### src/design/fbpc_pkg.sv
// Shared types, codes and arithmetic helpers of the framebuffer pixel compositor.
`default_nettype none
package fbpc_pkg;

  // Pixel request kinds carried in the input tuser.
  localparam logic [1:0] KIND_GLYPH = 2'd0;
  localparam logic [1:0] KIND_LOGO  = 2'd1;
  localparam logic [1:0] KIND_FILL  = 2'd2;

  // Pixel format code that puts red in the low byte; every other code puts it in byte two.
  localparam logic [1:0] FMT_RED_LOW = 2'd0;

  // Register indexes, taken from paddr[4:2].
  localparam logic [2:0] REG_PIXEL_FORMAT  = 3'd0;
  localparam logic [2:0] REG_SCREEN_WIDTH  = 3'd1;
  localparam logic [2:0] REG_SCREEN_HEIGHT = 3'd2;
  localparam logic [2:0] REG_ROW_STRIDE    = 3'd3;
  localparam logic [2:0] REG_OFFSET_X      = 3'd4;
  localparam logic [2:0] REG_OFFSET_Y      = 3'd5;

  localparam logic [7:0] MAX_LEVEL = 8'd192;

  localparam int QDEPTH = 4;
  localparam int QPTR_W = $clog2(QDEPTH);
  localparam int QCNT_W = $clog2(QDEPTH + 1);

  typedef struct packed {
    logic [1:0]  pixel_format;
    logic [12:0] screen_width;
    logic [12:0] screen_height;
    logic [13:0] row_stride;
    logic [5:0]  offset_x;
    logic [5:0]  offset_y;
  } cfg_t;

  // One classified request, as it waits between front and back.
  typedef struct packed {
    logic [1:0]  kind;
    logic        pre_we;      // in bounds and not skipped by kind
    logic [12:0] x_sum;
    logic [24:0] row_base;    // (y + offset_y) * row_stride, low bits
    logic [7:0]  src_r;
    logic [7:0]  src_g;
    logic [7:0]  src_b;
    logic [15:0] prod_r;      // destination channel times (255 - alpha)
    logic [15:0] prod_g;
    logic [15:0] prod_b;
    logic [15:0] glyph_prod;  // coverage times the maximum level
  } entry_t;

  // Exact floor(v / 255) for every 16-bit v below 65280.
  function automatic logic [7:0] div255(input logic [15:0] v);
    logic [16:0] t;
    t = {1'b0, v} + {9'b0, v[15:8]} + 17'd1;
    return t[15:8];
  endfunction

  function automatic logic [31:0] pack_rgb(input logic [1:0] fmt, input logic [7:0] r,
                                           input logic [7:0] g, input logic [7:0] b);
    return (fmt == FMT_RED_LOW) ? {8'h00, b, g, r} : {8'h00, r, g, b};
  endfunction

endpackage
`default_nettype wire

### src/design/fbpc_front.sv
// Front end: offsets and bounds-checks coordinates, classifies the request, forms products.
`default_nettype none
module fbpc_front
  import fbpc_pkg::*;
(
  input  wire cfg_t        cfg,
  input  wire logic [1:0]  kind,
  input  wire logic [87:0] data,
  output entry_t           entry
);

  logic [11:0] pos_x;
  logic [11:0] pos_y;
  logic [7:0]  src_a;
  logic [31:0] under;
  logic [7:0]  inv;
  logic [7:0]  dst_r;
  logic [7:0]  dst_b;
  logic [12:0] x_sum;
  logic [12:0] y_sum;
  logic [26:0] base_full;
  logic        in_bounds;

  assign pos_x = data[11:0];
  assign pos_y = data[23:12];
  assign src_a = data[55:48];
  assign under = data[87:56];

  assign inv   = 8'hFF - src_a;
  assign dst_r = (cfg.pixel_format == FMT_RED_LOW) ? under[7:0] : under[23:16];
  assign dst_b = (cfg.pixel_format == FMT_RED_LOW) ? under[23:16] : under[7:0];

  assign x_sum     = {1'b0, pos_x} + {7'b0, cfg.offset_x};
  assign y_sum     = {1'b0, pos_y} + {7'b0, cfg.offset_y};
  assign base_full = 27'(y_sum) * 27'(cfg.row_stride);
  assign in_bounds = (x_sum < cfg.screen_width) && (y_sum < cfg.screen_height);

  always_comb begin
    entry.kind       = kind;
    entry.x_sum      = x_sum;
    entry.row_base   = base_full[24:0];
    entry.src_r      = data[31:24];
    entry.src_g      = data[39:32];
    entry.src_b      = data[47:40];
    entry.prod_r     = 16'(dst_r) * 16'(inv);
    entry.prod_g     = 16'(under[15:8]) * 16'(inv);
    entry.prod_b     = 16'(dst_b) * 16'(inv);
    entry.glyph_prod = 16'(data[31:24]) * 16'(MAX_LEVEL);
    unique case (kind)
      KIND_GLYPH: entry.pre_we = in_bounds;
      KIND_LOGO:  entry.pre_we = in_bounds && (src_a != 8'h00);
      KIND_FILL:  entry.pre_we = in_bounds;
      default:    entry.pre_we = 1'b0;
    endcase
  end

endmodule
`default_nettype wire

### src/design/fbpc_queue.sv
// Short FIFO of classified requests between the front end and the back end.
`default_nettype none
module fbpc_queue
  import fbpc_pkg::*;
(
  input  wire logic   clk,
  input  wire logic   rst_n,
  input  wire logic   push,
  input  wire entry_t push_entry,
  output logic        full,
  input  wire logic   pop,
  output logic        head_valid,
  output entry_t      head_entry
);

  entry_t            slot_r [QDEPTH];
  logic [QPTR_W-1:0] wr_ptr_r, wr_ptr_nxt;
  logic [QPTR_W-1:0] rd_ptr_r, rd_ptr_nxt;
  logic [QCNT_W-1:0] count_r, count_nxt;

  assign full       = (count_r == QCNT_W'(QDEPTH));
  assign head_valid = (count_r != '0);
  assign head_entry = slot_r[rd_ptr_r];

  always_comb begin
    wr_ptr_nxt = push ? wr_ptr_r + 1'b1 : wr_ptr_r;
    rd_ptr_nxt = pop ? rd_ptr_r + 1'b1 : rd_ptr_r;
    count_nxt  = count_r;
    if (push && !pop) begin
      count_nxt = count_r + 1'b1;
    end else if (pop && !push) begin
      count_nxt = count_r - 1'b1;
    end
  end

  always_ff @(posedge clk) begin
    if (!rst_n) begin
      wr_ptr_r <= '0;
      rd_ptr_r <= '0;
      count_r  <= '0;
    end else begin
      wr_ptr_r <= wr_ptr_nxt;
      rd_ptr_r <= rd_ptr_nxt;
      count_r  <= count_nxt;
    end
  end

  always_ff @(posedge clk) begin
    if (push) begin
      slot_r[wr_ptr_r] <= push_entry;
    end
  end

endmodule
`default_nettype wire

### src/design/fbpc_back.sv
// Back end: scaling, source-over blend with saturation, packing, address and output register.
`default_nettype none
module fbpc_back
  import fbpc_pkg::*;
(
  input  wire logic        clk,
  input  wire logic        rst_n,
  input  wire logic [1:0]  pixel_format,
  input  wire logic        head_valid,
  input  wire entry_t      head_entry,
  output logic             pop,
  output logic             out_tvalid,
  input  wire logic        out_tready,
  output logic [63:0]      out_tdata,
  output logic             out_tuser
);

  logic        valid_r;
  logic        we_r, we_nxt;
  logic [63:0] data_r, data_nxt;
  logic        take;
  logic [7:0]  level;
  logic [7:0]  blend_r, blend_g, blend_b;
  logic [31:0] value;
  logic [24:0] addr;

  function automatic logic [7:0] sat_add(input logic [7:0] src, input logic [15:0] prod);
    logic [8:0] s;
    s = {1'b0, src} + {1'b0, div255(prod)};
    return s[8] ? 8'hFF : s[7:0];
  endfunction

  assign take = !valid_r || out_tready;
  assign pop  = head_valid && take;

  assign level   = div255(head_entry.glyph_prod);
  assign blend_r = sat_add(head_entry.src_r, head_entry.prod_r);
  assign blend_g = sat_add(head_entry.src_g, head_entry.prod_g);
  assign blend_b = sat_add(head_entry.src_b, head_entry.prod_b);
  assign addr    = head_entry.row_base + {12'b0, head_entry.x_sum};

  always_comb begin
    we_nxt = head_entry.pre_we;
    value  = '0;
    unique case (head_entry.kind)
      KIND_GLYPH: begin
        we_nxt = head_entry.pre_we && (level != 8'h00);
        value  = pack_rgb(pixel_format, level, level, level);
      end
      KIND_LOGO: begin
        value = pack_rgb(pixel_format, blend_r, blend_g, blend_b);
      end
      KIND_FILL: begin
        value = pack_rgb(pixel_format, head_entry.src_r, head_entry.src_g, head_entry.src_b);
      end
      default: begin
        we_nxt = 1'b0;
      end
    endcase
    data_nxt = we_nxt ? {7'b0, value, addr} : '0;
  end

  always_ff @(posedge clk) begin
    if (!rst_n) begin
      valid_r <= 1'b0;
    end else if (take) begin
      valid_r <= head_valid;
    end
  end

  always_ff @(posedge clk) begin
    if (pop) begin
      we_r   <= we_nxt;
      data_r <= data_nxt;
    end
  end

  assign out_tvalid = valid_r;
  assign out_tuser  = we_r;
  assign out_tdata  = data_r;

endmodule
`default_nettype wire

### src/design/framebuffer_pixel_compositor.sv
// Top level of the framebuffer pixel compositor: register file, front end, queue, back end.
//
//   Channel  Direction  Contents
//   in_      slave      one pixel request per word (kind in tuser, coordinates and colors)
//   out_     master     one write result per word (write flag in tuser, address and pixel)
//   APB      slave      six configuration registers at byte addresses 0x00 to 0x14
//
// The block takes one word per clock while the queue has room and returns one word per
// clock while the output is not stalled. The front end forms all products in the cycle
// of acceptance and writes them into a four-entry queue; the back end finishes the
// arithmetic on the queue head and loads the output register from it.
// Reset (synchronous, active low) empties the queue and the output register and loads
// the register defaults. A stalled output only stops the input once the queue is full.
`default_nettype none
module framebuffer_pixel_compositor
  import fbpc_pkg::*;
(
  input  wire logic        clk,
  input  wire logic        rst_n,
  // Input words.
  input  wire logic        in_tvalid,
  output logic             in_tready,
  // tdata from bit 0: pos_x[11:0], pos_y[23:12], src_red[31:24], src_green[39:32],
  // src_blue[47:40], src_alpha[55:48], under_pixel[87:56]
  input  wire logic [87:0] in_tdata,
  // tuser: kind[1:0]
  input  wire logic [1:0]  in_tuser,
  // Result words.
  output logic             out_tvalid,
  input  wire logic        out_tready,
  // tdata from bit 0: write_address[24:0], pixel_value[56:25], zero fill[63:57]
  output logic [63:0]      out_tdata,
  // tuser: write_enable[0]
  output logic             out_tuser,
  // Configuration port.
  input  wire logic        psel,
  input  wire logic        penable,
  input  wire logic        pwrite,
  input  wire logic [4:0]  paddr,
  input  wire logic [31:0] pwdata,
  output logic [31:0]      prdata,
  output logic             pready
);

  cfg_t       cfg_r;
  logic       cfg_write;
  logic [2:0] reg_idx;
  entry_t     front_entry;
  entry_t     head_entry;
  logic       q_full;
  logic       q_pop;
  logic       head_valid;
  logic       push;

  assign pready    = 1'b1;
  assign reg_idx   = paddr[4:2];
  assign cfg_write = psel && penable && pwrite && pready;

  // Registers are written at the access cycle; an address past the list writes nothing.
  always_ff @(posedge clk) begin
    if (!rst_n) begin
      cfg_r.pixel_format  <= 2'd1;
      cfg_r.screen_width  <= 13'd1024;
      cfg_r.screen_height <= 13'd768;
      cfg_r.row_stride    <= 14'd1024;
      cfg_r.offset_x      <= 6'd0;
      cfg_r.offset_y      <= 6'd0;
    end else if (cfg_write) begin
      unique case (reg_idx)
        REG_PIXEL_FORMAT:  cfg_r.pixel_format  <= pwdata[1:0];
        REG_SCREEN_WIDTH:  cfg_r.screen_width  <= pwdata[12:0];
        REG_SCREEN_HEIGHT: cfg_r.screen_height <= pwdata[12:0];
        REG_ROW_STRIDE:    cfg_r.row_stride    <= pwdata[13:0];
        REG_OFFSET_X:      cfg_r.offset_x      <= pwdata[5:0];
        REG_OFFSET_Y:      cfg_r.offset_y      <= pwdata[5:0];
        default: ;
      endcase
    end
  end

  always_comb begin
    unique case (reg_idx)
      REG_PIXEL_FORMAT:  prdata = {30'b0, cfg_r.pixel_format};
      REG_SCREEN_WIDTH:  prdata = {19'b0, cfg_r.screen_width};
      REG_SCREEN_HEIGHT: prdata = {19'b0, cfg_r.screen_height};
      REG_ROW_STRIDE:    prdata = {18'b0, cfg_r.row_stride};
      REG_OFFSET_X:      prdata = {26'b0, cfg_r.offset_x};
      REG_OFFSET_Y:      prdata = {26'b0, cfg_r.offset_y};
      default:           prdata = '0;
    endcase
  end

  // The input is held off only while the queue is full.
  assign in_tready = !q_full;
  assign push      = in_tvalid && in_tready;

  fbpc_front u_front (
    .cfg   (cfg_r),
    .kind  (in_tuser),
    .data  (in_tdata),
    .entry (front_entry)
  );

  fbpc_queue u_queue (
    .clk        (clk),
    .rst_n      (rst_n),
    .push       (push),
    .push_entry (front_entry),
    .full       (q_full),
    .pop        (q_pop),
    .head_valid (head_valid),
    .head_entry (head_entry)
  );

  fbpc_back u_back (
    .clk          (clk),
    .rst_n        (rst_n),
    .pixel_format (cfg_r.pixel_format),
    .head_valid   (head_valid),
    .head_entry   (head_entry),
    .pop          (q_pop),
    .out_tvalid   (out_tvalid),
    .out_tready   (out_tready),
    .out_tdata    (out_tdata),
    .out_tuser    (out_tuser)
  );

endmodule
`default_nettype wire

### config.mk
export PLATFORM = sky130hd
export DESIGN_NAME = framebuffer_pixel_compositor
export DESIGN_NICKNAME = d
export VERILOG_FILES = /design/src/design/fbpc_pkg.sv /design/src/design/fbpc_front.sv /design/src/design/fbpc_queue.sv /design/src/design/fbpc_back.sv /design/src/design/framebuffer_pixel_compositor.sv
export SDC_FILE = /design/constraint.sdc
export NUM_CORES = 2
export LEC_CHECK = 0
export ABC_AREA = 1
export BUFFER_PORTS_ARGS = -buffer_cell sky130_fd_sc_hd__buf_2
export CORE_MARGIN = 5
export CORE_UTILIZATION = 30
export CTS_CLUSTER_DIAMETER = 100
export CTS_CLUSTER_SIZE = 12
export DETAILED_ROUTE_END_ITERATION = 7
export PLACE_DENSITY = 0.48
export REMOVE_ABC_BUFFERS = 1
export SETUP_SLACK_MARGIN = 0.02
export SYNTH_ARGS = -nofsm -noshare
export SYNTH_HDL_FRONTEND = slang
export SYNTH_SLANG_ARGS = --single-unit
export TNS_END_PERCENT = 10
### constraint.sdc
create_clock -name clk -period 9.3 [get_ports clk]
set_clock_uncertainty 0.15 [all_clocks]
set_input_delay 1.86 -clock clk [delete_from_list [all_inputs] [get_ports clk]]
set_output_delay 1.86 -clock clk [all_outputs]
set_load 0.005 [all_outputs]
==> impl_results.md <==
* Status: finished clean
* Post-Synthesis Cells at 4227
* CTS root buffer: clkbuf_16
* Max Cap Violations at 0
* Relative max-transition margin at 26.4%
* Area contributors post-synth: edfxtp_1 40%, fa_1 12%, ha_1 8.9%
* Startpoint Class: input pin
* Area leader, netlist: edfxtp_1
* R2R cell count at 31
* Overflow after GRT at 0
* DR vias at 28900
* # rows at 134
* Area of the multi-input gates at 19600 sq um
* LEAKAGE at 0.0194 uW
* Worst Setup SP: in_tdata[12]
* Combinational Power Share at 53.9%
* Vias in the first global route at 29100
* DRC at 0
* Int Pwr at 7330 uW
* Storage cell area at 17400 sq um
* IO buf count at 171
* Synthesized area at 40200 sq um
* Pwr per Cell Area at 301 nW/um^2
* Hold WS at 0.318 ns
* Ports at 234
* Hold Fails Final Rpt at 0
* Largest net degree at the start of global routing at 161
* Clock share of power at 16.9%
* Seq cells post-synth at 602
* Clock Tree Buf Depth at 3
* 1st-iter DRT viols at 1669
* Worst Setup End Kind: flop
* Fin. max-slew vios at 0
* Hold Path Cell Cnt at 2
* DP HPWL at 78700 microns
* # resized after CTS at 0
* Kind of critical path: input pin to flop
* Part of the cycle the worst path needs at 88.7%
* Routability cong. at 0.845
* Worst-Skew Late Latency at 0.67 ns
* Synth async-reset ratio at 0%
* Total GRT Usage at 15.5%
* Placed cell area at 42800 sq um
* Synth cell count leaders: 726 x nand2_1, 609 x inv_1, 538 x edfxtp_1
* Setup Buffers After CTS at 0
* H-tree levels at 2
* Share of layout cells above drive strength 1 at 7.58%
* Top-count cell post-synth: nand2_1
* Crit Path Max Fanout at 14
* Post-synth top flop: edfxtp_1
* Die Wd at 376 microns
* Area of the core at 133000 sq um
* Initial core utilization at 30.2%
* Reg2reg start: cfg_r[0]
* Terminus of the critical flop-to-flop path: u_queue.slot_r[3][104]
* WL/cell at 18.1 microns
* Clock-pin slew on the worst setup and hold paths at 0.06 ns
* Psw at 6030 uW
* End point of the critical path: u_queue.slot_r[3][104]
* Slew @ Worst Pin at 1.09 ns
* Initial antenna violation count at 5
* Drt pass-1 iters at 5
* Sw Ratio at 45.1%
* Area Overhead vs Synth at 10.5%
* Tightest Hold Check Type: flop to flop
* Number of buffers created by CTS at 58
* Total negative slack at 0 ns
* Synthesis Warnings at 0
* Tot Pwr at 13400 uW
* Die height at 376 microns
* Post-synth top area share at 40.2%
* Final setup viols at 0
* Seq/Total Area, Yosys at 43.3%
* Worst path max stage delay at 0.59 ns
* CTS tree: built
* Max IR drop VDD at 0.000188 V
* EDFF count, synth at 538
* Sequential Power Share at 29.2%
* Full die area at 142000 sq um
* Unique masters post-synth at 58
* First-pass GRT wire length at 171000 microns
* Final Instance Area at 44500 sq um
* Fmax at 0.121 GHz
* Reg2reg setup slack at 1.96 ns
* Unrepaired setup endpoints after global routing: false
* Final Critical Period at 8.25 ns
* CTS Hold Bufs at 0
* Syn Area/Cell at 9.52 sq um
* Clock sink count at 602
* WP data required at 9.60 ns
* Layout fillers at 13800
* Nets at 5000
* Detailed Route WL at 111000 microns
* Slowest CP cell: fa_1
* Fin util at 33.4%
* Antenna Violating Nets Remaining at 0
* Vias per cell at 4.71
* CP arrival at 8.55 ns
## how the worst min path moves through the flow
stage	slack [ns]	from	to
detailed placement	0.31	u_queue.rd_ptr_r[1]	flop
global placement	0.30	u_queue.rd_ptr_r[1]	flop
global route	0.35	u_queue.rd_ptr_r[0]	u_queue.rd_ptr_r[0]
CTS	0.32	u_queue.rd_ptr_r[1]	flop
finish	0.32	u_queue.rd_ptr_r[1]	flop
floorplan	0.29	u_queue.rd_ptr_r[1]	flop
## flip-flops by register name (all words and copies together) (netlist names), named ones only
signal / cells
u_back.out_tdata: 49
u_back.out_tvalid: 1
u_queue.count_r: 3
cfg_r: 54
u_queue.rd_ptr_r: 2
u_back.out_tuser: 1
u_queue.wr_ptr_r: 2
u_queue.slot_r: 488
## placed cells by master (no fill, tap or decap), types with 24 or more instances in the layout
| master | netlist | final |
|---|---|---|
| nand2_1 | 726 | 726 |
| inv_1 | 609 | 608 |
| edfxtp_1 | 538 | 538 |
| nor2_1 | 509 | 504 |
| ha_1 | 285 | 285 |
| o21ai_0 | 269 | 269 |
| fa_1 | 247 | 247 |
| a21oi_1 | 231 | 231 |
| buf_2 | 30 | 171 |
| nand3_1 | 156 | 156 |
| xor2_1 | 82 | 82 |
| o22ai_1 | 67 | 67 |
| dfxtp_1 | 64 | 62 |
| clkbuf_16 | 0 | 59 |
| xnor2_1 | 40 | 40 |
| conb_1 | 2 | 34 |
| buf_4 | 49 | 26 |
| or2_2 | 24 | 24 |
## power groups by stage
| stage | clock network, uW | registers (uW) | logic, uW |
|---|---|---|---|
| after floorplan | 0 | 4090 | 4900 |
| after global placement | 0 | 3960 | 7230 |
| after detailed placement | 0 | 3970 | 7270 |
| after CTS | 2340 | 3910 | 7320 |
| after global routing | 2440 | 3950 | 8190 |
| final | 2260 | 3900 | 7210 |
## layout make-up
type                       instances  share of cell area (%)
tap                             1768                    4.97
clock buffer                      71                    3.42
multi-input combinational       2852                    44.1
antenna                            2                  0.0113
clock inverter                     9                   0.402
sequential                       602                    39.2
timing repair buffer             202                    2.59
inverter                         618                    5.23
## critical path: cells and delay by family
| kind | cells | cell delay [ns] |
|---|---|---|
| buffers and inverters | 9 | 1.13 |
| adders and majority gates | 8 | 3.34 |
| AOI/OAI and AO/OA | 3 | 0.74 |
| xor gates and xnor gates | 1 | 0.28 |
| and+or+nand+nor | 12 | 1.18 |
## through the flow
| step | std cells | setup WS [ns] |
|---|---|---|
| after floorplan | 4072 | -1.96 |
| after global placement | 6042 | 0.445 |
| after detailed placement | 6042 | 0.396 |
| after CTS | 6122 | 1.11 |
| after global routing | 6122 | 0.604 |
| final | 6124 | 1.05 |
## layer usage
metal	track usage [%]	up-vias	wire length (microns)
met5	0	-	33
li1	-	14100	-
met2	26.6	546	53100
met4	3.95	6	2740
met3	2.50	132	5400
met1	20.4	14100	49300
## cell families (layout without fill, tap and decap cells)
family / after synthesis / in the layout / share of synthesized area, %
simple gates: 1469 / 1469 / 14.8
buf+inv: 805 / 900 / 8.29
compound gates: 694 / 694 / 9.74
flops: 602 / 602 / 43.3
fa+ha+maj: 532 / 532 / 21.2
xor+xnor: 123 / 123 / 2.70
other cells: 2 / 36 / 0.0187
Power figures use the tool's default switching activity.
